===== src/rtl/sha1_pkg.sv =====
// shared types and constants for the sha-1 hash block
`default_nettype none
package sha1_pkg;

  typedef logic [4:0][31:0] cv_arr_t;

  typedef struct packed {
    logic        en;
    logic [3:0]  addr;
    logic [31:0] data;
  } fill_req_t;

  // initial hash values, index 0 is h0
  localparam cv_arr_t IV = {32'hC3D2E1F0, 32'h10325476, 32'h98BADCFE,
                            32'hEFCDAB89, 32'h67452301};

  localparam logic [31:0] K0 = 32'h5A827999;
  localparam logic [31:0] K1 = 32'h6ED9EBA1;
  localparam logic [31:0] K2 = 32'h8F1BBCDC;
  localparam logic [31:0] K3 = 32'hCA62C1D6;

  localparam logic [6:0] SCHED_START = 7'd16;
  localparam logic [6:0] LAST_ROUND  = 7'd79;

endpackage
`default_nettype wire


===== src/rtl/sha1_cmp.sv =====
// sha-1 compression engine around a 16-word schedule memory
`default_nettype none
module sha1_cmp import sha1_pkg::*; (
  input  logic      clk_i,
  input  logic      rst_ni,
  input  fill_req_t fill_i,
  input  logic      start_i,
  input  cv_arr_t   cv_i,
  output logic      busy_o,
  output logic      done_o,
  output cv_arr_t   wv_o
);

  localparam logic [1:0] C_IDLE = 2'd0;
  localparam logic [1:0] C_PH0  = 2'd1;
  localparam logic [1:0] C_PH1  = 2'd2;

  function automatic logic [31:0] rotl1(input logic [31:0] x);
    rotl1 = {x[30:0], x[31]};
  endfunction

  function automatic logic [31:0] rotl5(input logic [31:0] x);
    rotl5 = {x[26:0], x[31:27]};
  endfunction

  function automatic logic [31:0] rotl30(input logic [31:0] x);
    rotl30 = {x[1:0], x[31:2]};
  endfunction

  logic [1:0]  state_q, state_d;
  logic [6:0]  round_q, round_d;
  logic [6:0]  round_nx;
  cv_arr_t     v_q, v_d;
  logic [31:0] x_q, x_d;
  logic        done_q, done_d;

  logic [31:0] mem [16];
  logic [3:0]  ra, rb;
  logic [31:0] rd_a_q, rd_b_q;
  logic        mem_we;
  logic [3:0]  mem_wa;
  logic [31:0] mem_wd;
  logic        rnd_we;

  logic [31:0] w, f, k, tmp;

  // schedule word and round function for the current round
  always_comb begin
    if (round_q < SCHED_START) begin
      w = rd_b_q;
    end else begin
      w = rotl1(x_q ^ rd_a_q ^ rd_b_q);
    end
    if (round_q < 7'd20) begin
      f = (v_q[1] & v_q[2]) | (~v_q[1] & v_q[3]);
      k = K0;
    end else if (round_q < 7'd40) begin
      f = v_q[1] ^ v_q[2] ^ v_q[3];
      k = K1;
    end else if (round_q < 7'd60) begin
      f = (v_q[1] & v_q[2]) | (v_q[1] & v_q[3]) | (v_q[2] & v_q[3]);
      k = K2;
    end else begin
      f = v_q[1] ^ v_q[2] ^ v_q[3];
      k = K3;
    end
    tmp = rotl5(v_q[0]) + f + v_q[4] + k + w;
  end

  assign round_nx = round_q + 7'd1;

  always_comb begin
    state_d = state_q;
    round_d = round_q;
    v_d     = v_q;
    x_d     = x_q;
    done_d  = 1'b0;
    rnd_we  = 1'b0;
    ra      = round_q[3:0] - 4'd3;
    rb      = round_q[3:0] - 4'd8;
    case (state_q)
      C_IDLE: begin
        if (start_i) begin
          v_d     = cv_i;
          round_d = '0;
          ra      = 4'd0 - 4'd3;
          rb      = 4'd0 - 4'd8;
          state_d = C_PH0;
        end
      end
      C_PH0: begin
        x_d     = rd_a_q ^ rd_b_q;
        ra      = round_q[3:0] - 4'd14;
        rb      = round_q[3:0];
        state_d = C_PH1;
      end
      C_PH1: begin
        v_d[4] = v_q[3];
        v_d[3] = v_q[2];
        v_d[2] = rotl30(v_q[1]);
        v_d[1] = v_q[0];
        v_d[0] = tmp;
        rnd_we = (round_q >= SCHED_START);
        // next round reads t-2 and t-7, never the word written now
        ra     = round_nx[3:0] - 4'd3;
        rb     = round_nx[3:0] - 4'd8;
        if (round_q == LAST_ROUND) begin
          done_d  = 1'b1;
          state_d = C_IDLE;
        end else begin
          round_d = round_nx;
          state_d = C_PH0;
        end
      end
      default: begin
        state_d = C_IDLE;
      end
    endcase
  end

  always_comb begin
    mem_we = fill_i.en | rnd_we;
    if (rnd_we) begin
      mem_wa = round_q[3:0];
      mem_wd = w;
    end else begin
      mem_wa = fill_i.addr;
      mem_wd = fill_i.data;
    end
  end

  always_ff @(posedge clk_i) begin
    if (mem_we) begin
      mem[mem_wa] <= mem_wd;
    end
    rd_a_q <= mem[ra];
    rd_b_q <= mem[rb];
  end

  always_ff @(posedge clk_i or negedge rst_ni) begin
    if (!rst_ni) begin
      state_q <= C_IDLE;
      round_q <= '0;
      done_q  <= 1'b0;
    end else begin
      state_q <= state_d;
      round_q <= round_d;
      done_q  <= done_d;
    end
  end

  always_ff @(posedge clk_i) begin
    v_q <= v_d;
    x_q <= x_d;
  end

  assign busy_o = (state_q != C_IDLE);
  assign done_o = done_q;
  assign wv_o   = v_q;

  a_done_pulse: assert property (@(posedge clk_i) disable iff (!rst_ni)
    done_q |=> !done_q)
    else $error("done held longer than one cycle");

  a_fill_idle: assert property (@(posedge clk_i) disable iff (!rst_ni)
    fill_i.en |-> (state_q == C_IDLE))
    else $error("schedule fill while rounds are running");

  a_last_round: assert property (@(posedge clk_i) disable iff (!rst_ni)
    (state_q == C_PH1 && round_q == LAST_ROUND) |=> (done_q && state_q == C_IDLE))
    else $error("last round did not finish the block");

endmodule
`default_nettype wire


===== src/rtl/sha1_hash_top.sv =====
// sha-1 hash top level: byte packing, padding, chaining values, digest register
//
//   channel  dir  handshake                  payload
//   in       in   in_valid_i / in_stall_o    data_byte_i, byte_valid_i, end_of_message_i
//   out      out  out_valid_o / out_stall_i  digest_h0_o .. digest_h4_o
//
// a byte is taken while in_stall_o is low; the 64th byte of a block starts
// the compression engine, which runs each of its 80 rounds as a ph0 then a
// ph1 state (schedule memory read twice per round over its two read ports).
// end of message adds padding writes before each of its one or two blocks,
// and a load of the digest register.
// reset loads the initial hash values; no clearing pass is needed.
// the digest waits in its register while out is stalled; the next request
// is only held off while a new digest cannot be loaded.
`default_nettype none
module sha1_hash_top import sha1_pkg::*; (
  input  logic        clk_i,
  input  logic        rst_ni,
  input  logic        in_valid_i,
  output logic        in_stall_o,
  input  logic [7:0]  data_byte_i,
  input  logic        byte_valid_i,
  input  logic        end_of_message_i,
  output logic        out_valid_o,
  input  logic        out_stall_i,
  output logic [31:0] digest_h0_o,
  output logic [31:0] digest_h1_o,
  output logic [31:0] digest_h2_o,
  output logic [31:0] digest_h3_o,
  output logic [31:0] digest_h4_o
);

  localparam logic [2:0] S_IDLE = 3'd0;
  localparam logic [2:0] S_CMP  = 3'd1;
  localparam logic [2:0] S_FIN  = 3'd2;
  localparam logic [2:0] S_PAD  = 3'd3;
  localparam logic [2:0] S_EMIT = 3'd4;

  logic [2:0]  state_q, state_d;
  logic [60:0] count_q, count_d;
  logic [31:0] wbuf_q, wbuf_d;
  cv_arr_t     cv_q, cv_d;
  logic        fin_q, fin_d;
  logic        last_q, last_d;
  logic        two_q, two_d;
  logic        pad2_q, pad2_d;
  logic [4:0]  pad_idx_q, pad_idx_d;
  logic        out_valid_q, out_valid_d;
  cv_arr_t     out_q, out_d;

  logic [5:0]  pos;
  logic [31:0] part_word;
  logic [31:0] byte_word;
  logic [31:0] pad80_word;
  logic [63:0] bitlen;
  logic        in_acc;

  fill_req_t   fill;
  logic        cmp_start;
  logic        cmp_busy;
  logic        cmp_done;
  cv_arr_t     cmp_wv;

  sha1_cmp u_cmp (
    .clk_i   (clk_i),
    .rst_ni  (rst_ni),
    .fill_i  (fill),
    .start_i (cmp_start),
    .cv_i    (cv_q),
    .busy_o  (cmp_busy),
    .done_o  (cmp_done),
    .wv_o    (cmp_wv)
  );

  assign pos        = count_q[5:0];
  // bytes already packed into the current word, big-endian
  assign part_word  = (pos[1:0] == 2'd0) ? 32'd0 : wbuf_q;
  assign byte_word  = part_word | ({24'd0, data_byte_i} << {~pos[1:0], 3'b000});
  assign pad80_word = part_word | (32'h0000_0080 << {~pos[1:0], 3'b000});
  assign bitlen     = {count_q, 3'b000};
  assign in_acc     = in_valid_i && (state_q == S_IDLE);

  always_comb begin
    state_d     = state_q;
    count_d     = count_q;
    wbuf_d      = wbuf_q;
    cv_d        = cv_q;
    fin_d       = fin_q;
    last_d      = last_q;
    two_d       = two_q;
    pad2_d      = pad2_q;
    pad_idx_d   = pad_idx_q;
    out_d       = out_q;
    out_valid_d = out_valid_q && out_stall_i;
    fill        = '0;
    cmp_start   = 1'b0;
    case (state_q)
      S_IDLE: begin
        if (in_acc) begin
          if (byte_valid_i) begin
            wbuf_d  = byte_word;
            count_d = count_q + 61'd1;
            if (pos[1:0] == 2'd3) begin
              fill.en   = 1'b1;
              fill.addr = pos[5:2];
              fill.data = byte_word;
            end
            if (pos == 6'd63) begin
              cmp_start = 1'b1;
              fin_d     = end_of_message_i;
              state_d   = S_CMP;
            end else if (end_of_message_i) begin
              state_d = S_FIN;
            end
          end else if (end_of_message_i) begin
            state_d = S_FIN;
          end
        end
      end
      S_FIN: begin
        fill.en   = 1'b1;
        fill.addr = pos[5:2];
        fill.data = pad80_word;
        pad_idx_d = {1'b0, pos[5:2]} + 5'd1;
        // no room for the length: pad out this block, then a second one
        two_d     = (pos[5:3] == 3'b111);
        fin_d     = 1'b0;
        state_d   = S_PAD;
      end
      S_PAD: begin
        if (two_q) begin
          if (pad_idx_q == 5'd16) begin
            cmp_start = 1'b1;
            two_d     = 1'b0;
            pad2_d    = 1'b1;
            state_d   = S_CMP;
          end else begin
            fill.en   = 1'b1;
            fill.addr = pad_idx_q[3:0];
            pad_idx_d = pad_idx_q + 5'd1;
          end
        end else begin
          fill.en   = 1'b1;
          fill.addr = pad_idx_q[3:0];
          pad_idx_d = pad_idx_q + 5'd1;
          if (pad_idx_q == 5'd15) begin
            fill.data = bitlen[31:0];
            cmp_start = 1'b1;
            last_d    = 1'b1;
            state_d   = S_CMP;
          end else if (pad_idx_q == 5'd14) begin
            fill.data = bitlen[63:32];
          end
        end
      end
      S_CMP: begin
        if (cmp_done) begin
          for (int i = 0; i < 5; i++) begin
            cv_d[i] = cv_q[i] + cmp_wv[i];
          end
          if (last_q) begin
            state_d = S_EMIT;
          end else if (pad2_q) begin
            pad2_d    = 1'b0;
            pad_idx_d = '0;
            state_d   = S_PAD;
          end else if (fin_q) begin
            state_d = S_FIN;
          end else begin
            state_d = S_IDLE;
          end
        end
      end
      S_EMIT: begin
        if (!out_valid_q || !out_stall_i) begin
          out_d       = cv_q;
          out_valid_d = 1'b1;
          cv_d        = IV;
          count_d     = '0;
          last_d      = 1'b0;
          state_d     = S_IDLE;
        end
      end
      default: begin
        state_d = S_IDLE;
      end
    endcase
  end

  always_ff @(posedge clk_i or negedge rst_ni) begin
    if (!rst_ni) begin
      state_q     <= S_IDLE;
      count_q     <= '0;
      cv_q        <= IV;
      fin_q       <= 1'b0;
      last_q      <= 1'b0;
      two_q       <= 1'b0;
      pad2_q      <= 1'b0;
      pad_idx_q   <= '0;
      out_valid_q <= 1'b0;
    end else begin
      state_q     <= state_d;
      count_q     <= count_d;
      cv_q        <= cv_d;
      fin_q       <= fin_d;
      last_q      <= last_d;
      two_q       <= two_d;
      pad2_q      <= pad2_d;
      pad_idx_q   <= pad_idx_d;
      out_valid_q <= out_valid_d;
    end
  end

  always_ff @(posedge clk_i) begin
    wbuf_q <= wbuf_d;
    out_q  <= out_d;
  end

  assign in_stall_o  = (state_q != S_IDLE);
  assign out_valid_o = out_valid_q;
  assign digest_h0_o = out_q[0];
  assign digest_h1_o = out_q[1];
  assign digest_h2_o = out_q[2];
  assign digest_h3_o = out_q[3];
  assign digest_h4_o = out_q[4];

  a_emit_load: assert property (@(posedge clk_i) disable iff (!rst_ni)
    (state_q == S_EMIT && (!out_valid_q || !out_stall_i))
      |=> (out_valid_q && count_q == '0 && state_q == S_IDLE))
    else $error("digest load did not restart the message");

  a_busy_cmp: assert property (@(posedge clk_i) disable iff (!rst_ni)
    cmp_busy |-> (state_q == S_CMP))
    else $error("engine running outside the compress state");

  a_out_hold: assert property (@(posedge clk_i) disable iff (!rst_ni)
    (out_valid_q && out_stall_i) |=> (out_valid_q && $stable(out_q)))
    else $error("stalled digest changed or dropped");

endmodule
`default_nettype wire

===== config.mk =====
export PLATFORM = sky130hd
export DESIGN_NAME = sha1_hash_top
export DESIGN_NICKNAME = d
export VERILOG_FILES = /design/src/rtl/sha1_pkg.sv /design/src/rtl/sha1_cmp.sv /design/src/rtl/sha1_hash_top.sv
export SDC_FILE = /design/constraint.sdc
export NUM_CORES = 2
export LEC_CHECK = 0
export BUFFER_PORTS_ARGS = -buffer_cell sky130_fd_sc_hd__buf_2
export CAP_MARGIN = 20
export CORE_MARGIN = 2
export CORE_UTILIZATION = 50
export CTS_CLUSTER_SIZE = 30
export DETAILED_ROUTE_END_ITERATION = 8
export GPL_ROUTABILITY_DRIVEN = 0
export PLACE_DENSITY_LB_ADDON = 0.3
export SYNTH_ARGS = -nofsm -noshare
export SYNTH_HDL_FRONTEND = slang
export SYNTH_HIERARCHICAL = 1
export SYNTH_SLANG_ARGS = --single-unit

===== constraint.sdc =====
create_clock -name clk_i -period 15.9 [get_ports clk_i]
set_input_delay 0.795 -clock clk_i [delete_from_list [all_inputs] [get_ports clk_i]]
set_output_delay 0.795 -clock clk_i [all_outputs]
set_load 0.01 [all_outputs]

### Yosys cells after proc, flatten, opt, wreduce, memory -nomap -nowiden

Memories as Yosys holds them, arrays and structs flattened. A register that Yosys moved wholly into a read port is not among the register bits.
Cells that the tools add are included.

* shift-type cells: 2
* reduce and logical (&&, ||, !) cells: 28
* $add $sub $neg: 18
* muxes and demuxes: 87
* eq/ne operators: 29
* bitwise logic cells: 17
* order comparisons: 5

Operator list (count)
* 160-bit case mux with 2 select lines: 2
* 160-bit 2-to-1 mux: 3
* 32-bit 2-to-1 mux: 11
* 32-bit adder: 9
* 61-bit 2-to-1 mux: 3
* 32-bit bitwise OR: 5
* 32-bit XOR: 5
* 32-bit AND: 4
* 61-bit case mux with 2 select lines: 1
* 37-bit 2-to-1 mux: 3
* 37-bit case mux with 3 select lines: 1
* 61-bit by 1-bit adder with 61-bit output, second input constant: 1
* 5-bit 2-to-1 mux: 7
* 32-bit inverter: 1
* 8-bit by 5-bit << shifter with 32-bit output: 1
* 8-bit by 5-bit << shifter with 32-bit output, first input constant: 1
* 31-bit 2-to-1 mux: 1
* 3-bit 2-to-1 mux: 10
* 1-bit 2-to-1 mux: 26
* 4-bit case mux with 3 select lines: 2
* 2-bit != test, second input constant: 11
* 3-bit case mux with 5 select lines: 1
* 5-bit case mux with 3 select lines: 1
* 5-bit AND reduction: 3
* 37 further kinds: 73

* memories kept: 1
* input bits: 14
* word-level logic and storage cells: 215
* register bits: 628
* memory bits (writable): 512
* output and inout bits: 162

Memory list
* u_cmp.mem: depth 16, width 32, read ports 2, clocked after memory_dff 2, wr ports 1, RTL line sha1_cmp.sv:37 `logic [31:0] mem [16];`

### Depth between registers and ports, before layout

* depth after elaboration: 11
* gate-level depth with buffers: 22
* mapped depth without buffers: 19

### By module

The synthesis kept the hierarchy.

By module, submodules not included
* sha1_cmp: area each 40030.9 sq um, sequential area each 22671.7 sq um, cells each 2845, instances 1
* sha1_hash_top: area each 24146.9 sq um, sequential area each 11721.2 sq um, cells each 2377, instances 1

### Least setup slack after synthesis

Ideal clock, no wire load.

* path type: input -> register
* start: input port in_valid_i
* end: register u_cmp.rd_b_q[10], read port of u_cmp.mem
* stages on the path: 15
* setup slack: 4.237 ns
* data required time: 15.764 ns
* buffers on the path: 4
* data arrival time: 11.527 ns
* library setup time: 0.136 ns
* cells stage by stage: nor2b_1 -> and3_1 -> clkbuf_1 -> clkbuf_1 -> nand2_1 -> nand2_1 -> nor2_1 -> nor2_1 -> o22ai_1 -> buf_2 -> buf_2 -> mux4_2 -> and2_1 -> a211oi_1 -> a31oi_1

* longest elaborated chain between the ends: 5

Ends and longest elaborated chain
* start: declaration: RTL line sha1_hash_top.sv:19 `input logic in_valid_i,`
* 1-bit logical AND: RTL line sha1_hash_top.sv:81 `assign in_acc = in_valid_i && (state_q == S_IDLE);`
* 1-bit 2-to-1 mux: RTL line sha1_hash_top.sv:99 `if (in_acc) begin`
* 1-bit case mux with 2 select lines: RTL line sha1_hash_top.sv:97 `case (state_q)`
* via cmp_start: RTL line sha1_hash_top.sv:59 `logic cmp_start;`
* 4-bit 2-to-1 mux: RTL line sha1_cmp.sv:83 `if (start_i) begin`
* 4-bit case mux with 3 select lines: RTL line sha1_cmp.sv:81 `case (state_q)`
* end: declaration: RTL line sha1_cmp.sv:39 `logic [31:0] rd_a_q, rd_b_q;`

The timed path passes the listed nets, and every way through them passes these cells.
A chain may end at the register's enable or synchronous reset.

==> metrics.txt <==
outcome=complete, no violations; Die Ht=362 µm; Vias/cell=6.24; maximum VDD drop=0.121 mV; crit-path max cell delay=610 ps; most frequent cells in the layout=edfxtp_1, nand2_1, a21oi_1; most frequent CP cell=fa_1; Gate power share=7.5%; P_sw=between 0.0015 and 0.002 W; RSZ-0062 raised after global routing=no; Multi-input gate area=27,900 µm²; M3 GR Usage=just over 6%; Slew headroom=between 10% and 20%; Slowest-stage cell, CP=buf_4; Hold Vio Cnt, Final=0; Slew Limit Fails=0; Pleak=~28 nW; largest net degree at the start of global routing=about 130; Layout area overhead=11.4%; Post-synth EDFFs=896; Synth Warn #=6; Worst Setup End Kind=flip-flop; TNS Setup=0 ps; met1 GRT Util=36.4%; GRT Overall Usage=28.4%; Setup WS post-layout=9680 ps; reg2reg path depth=17; initial antenna violation count=11; Power Total=0.00723 W; Post-route DRC=0; share of layout cells above drive strength 1=16.0%; commonest non-fill, non-tap cell in the layout=edfxtp_1; Worst EP arrival=about 6700 ps; CP Launch Type=flip-flop; Post-CTS Resized=0; ANT nets after route=0; ranking of synthesized cells by area=edfxtp_1, mux4_2, dfrtp_1; DR WL/cell=between 20 and 30 µm; Die Footprint=131,000 µm²; # IOs=176; fin util=56.1%; pwr/cell area=101 nW/µm²; Final nets=5,716; Min-Delay Endpoint=out_valid_o; Synth Net Count=5,561; pre-CTS setup slack=9800 ps; TritonCTS clock tree=yes; number of fillers in the final layout=a little over 10,000; reg-to-reg slack, setup=9680 ps; Synth Register Bits=approximately 1,200; Switching Share=24.1%; post-synth top area cell=edfxtp_1; Peak Freq=about 160 MHz; drt initial violations=5,212; DIE WIDTH=362 µm; Seq pwr share=between 40% and 50%; min Tclk post-route=6220 ps; Async S/R FF share, synth=between 20% and 30%; CTS Sinks=1,204; Worst Skew=26.9 ps; cts bufs inserted=134; Clock Pin Slew Worst Setup and Hold Paths=60 ps; H-tree depth=4; Synth top area share=41.9%; first-pass GRT wire length=277 mm; Power Internal=0.00549 W; dominant synthesized flop cell=edfxtp_1; Clock Path Buffers=3; critical path peak fanout=61; number of buffers added on ports=175; Worst Hold Launch=out_stall_i; core area=around 130,000 µm²; Hold Path Cell Cnt=3; Most Crowded Layer GR=met2; R2R Path End=u_cmp/wv_o[25]; met2 usage=approximately 45%; WL final=about 190 mm; worst-path cell chain=nor3_2 -> buf_4 -> a21oi_1 -> fa_1 -> fa_1 -> inv_1 -> fa_1 -> ha_1 -> fa_1 -> a211oi_2 -> nor3_1 -> or4_1 -> a21o_1 -> o2111ai_1 -> a21oi_1 -> o21ai_0 -> o311ai_0; Final setup viols=0; Seq/Total Area, Yosys=53.6%; FP Rows=131; period utilization=39.1%; Post-CTS Setup Repair Bufs=0; CTS Root Cell=clkbuf_16; crit path kind=flip-flop to flip-flop; DP HPWL=~120 mm; Vias=roughly 45,000; Initial Utilization=a little over 50%; Yosys cell types=98; total gr overflow=0; Critical Path RT=approximately 16,000 ps; Clk Latency, worst-skew pair=790 ps; Clk network pwr share=a little over two fifths; post-synthesis instance total=5,222; vias in the first global route=43,400; Mapped Area=between 60,000 and 70,000 µm²; maxcap violations=0; Sequential Area=34,400 µm²; Mean Syn Cell Area=12.3 µm²; Worst Tran Pin Value=1200 ps; r2r startpoint=u_cmp/round_q[6]; DR pass1 iterations=6; Tightest Hold Check Type=input pin to flip-flop; hold-fix buffers at CTS=1
per-stage QoR:
step           cell area [µm²]  hold slack (ps)  cells
6_report                 71500              295   7155
5_1_grt                  71500              296   7154
4_1_cts                  71500              245   7152
3_5_place_dp             67000              513   6902
3_3_place_gp             66900              509   6892
2_1_floorplan            64200              456   5222
layer usage:
| layer | part of all wire, % | wire length (µm) |
|---|---|---|
| met5 | 0.053 | 99 |
| met4 | 6.5 | 12200 |
| met3 | 9.3 | 17600 |
| met2 | 46 | 86900 |
| met1 | 38 | 71700 |
layout make-up:
cell class                 count  share of cell area (%)
sequential                  1204                    48.1
multi-input combinational   3497                    39.0
clock buffer                 187                    5.21
tap                         1662                    2.91
timing repair buffer         270                    2.27
inverter                     270                    1.42
clock inverter                62                    1.10
antenna                        3                  0.0105
how the worst max path moves through the flow:
| stage | from | to | depth (start not counted) |
|---|---|---|---|
| after global routing | u_cmp/round_q[4] | u_cmp/wv_o[25] | 17 |
| after CTS | u_cmp/round_q[4] | u_cmp/wv_o[25] | 17 |
| after detailed placement | in_valid_i | u_cmp/rd_b_q[9] | 16 |
| after floorplan | in_valid_i | u_cmp/rd_b_q[10] | 15 |
| after global placement | u_cmp/round_q[3] | u_cmp/wv_o[25] | 18 |
| final | u_cmp/round_q[6] | u_cmp/wv_o[25] | 17 |
cells in the mapped netlist (all sizes together) (100+ instances only):
cell type	instances
edfxtp	896
nand2	711
a21oi	371
o21ai	300
nor2	277
inv	270
mux4	256
ha	200
clkbuf	171
dfrtp	164
xor2	149
xnor2	137
fa	125
a21o	101
mux2i	100
cell families after synthesis:
logic type	after synthesis	synth area share, %
mux	358	10.6
buf+inv	521	3.40
simple gates	1373	9.49
xor+xnor	286	3.90
flops	1204	53.6
fa+ha+maj	325	7.80
compound gates	1155	11.2
power groups by stage:
| stage | sequential, W | combinational [W] | clock, W |
|---|---|---|---|
| floorplan | 0.00357 | 0.000387 | 0 |
| global placement | 0.00359 | 0.000521 | 0 |
| detailed placement | 0.00360 | 0.000534 | 0 |
| CTS | 0.00354 | 0.000537 | 0.00319 |
| global route | 0.00355 | 0.000599 | 0.00331 |
| finish | 0.00354 | 0.000545 | 0.00315 |
registers in the layout, summed over array words and instances (netlist names), 3 cells and up:
name,flops
count_q,61
wbuf_q,32
u_cmp/rd_b_q,32
pad_idx_q,5
cv_q,160
digest_h4_o,32
digest_h3_o,32
digest_h0_o,32
u_cmp/x_q,32
digest_h1_o,32
u_cmp/wv_o,160
state_q,3
digest_h2_o,32
u_cmp/mem,512
u_cmp/round_q,7
u_cmp/rd_a_q,32
worst max-delay path, delay by kind of cell, from the launching register on:
family / cells / cell delay, ps
DFF: 1 / 470
buffers and inverters: 2 / 670
and+or+nand+nor: 3 / 970
adders and majority gates: 5 / 2230
AOI/OAI and AO/OA: 7 / 1570
(Power assumes the default switching activity.)
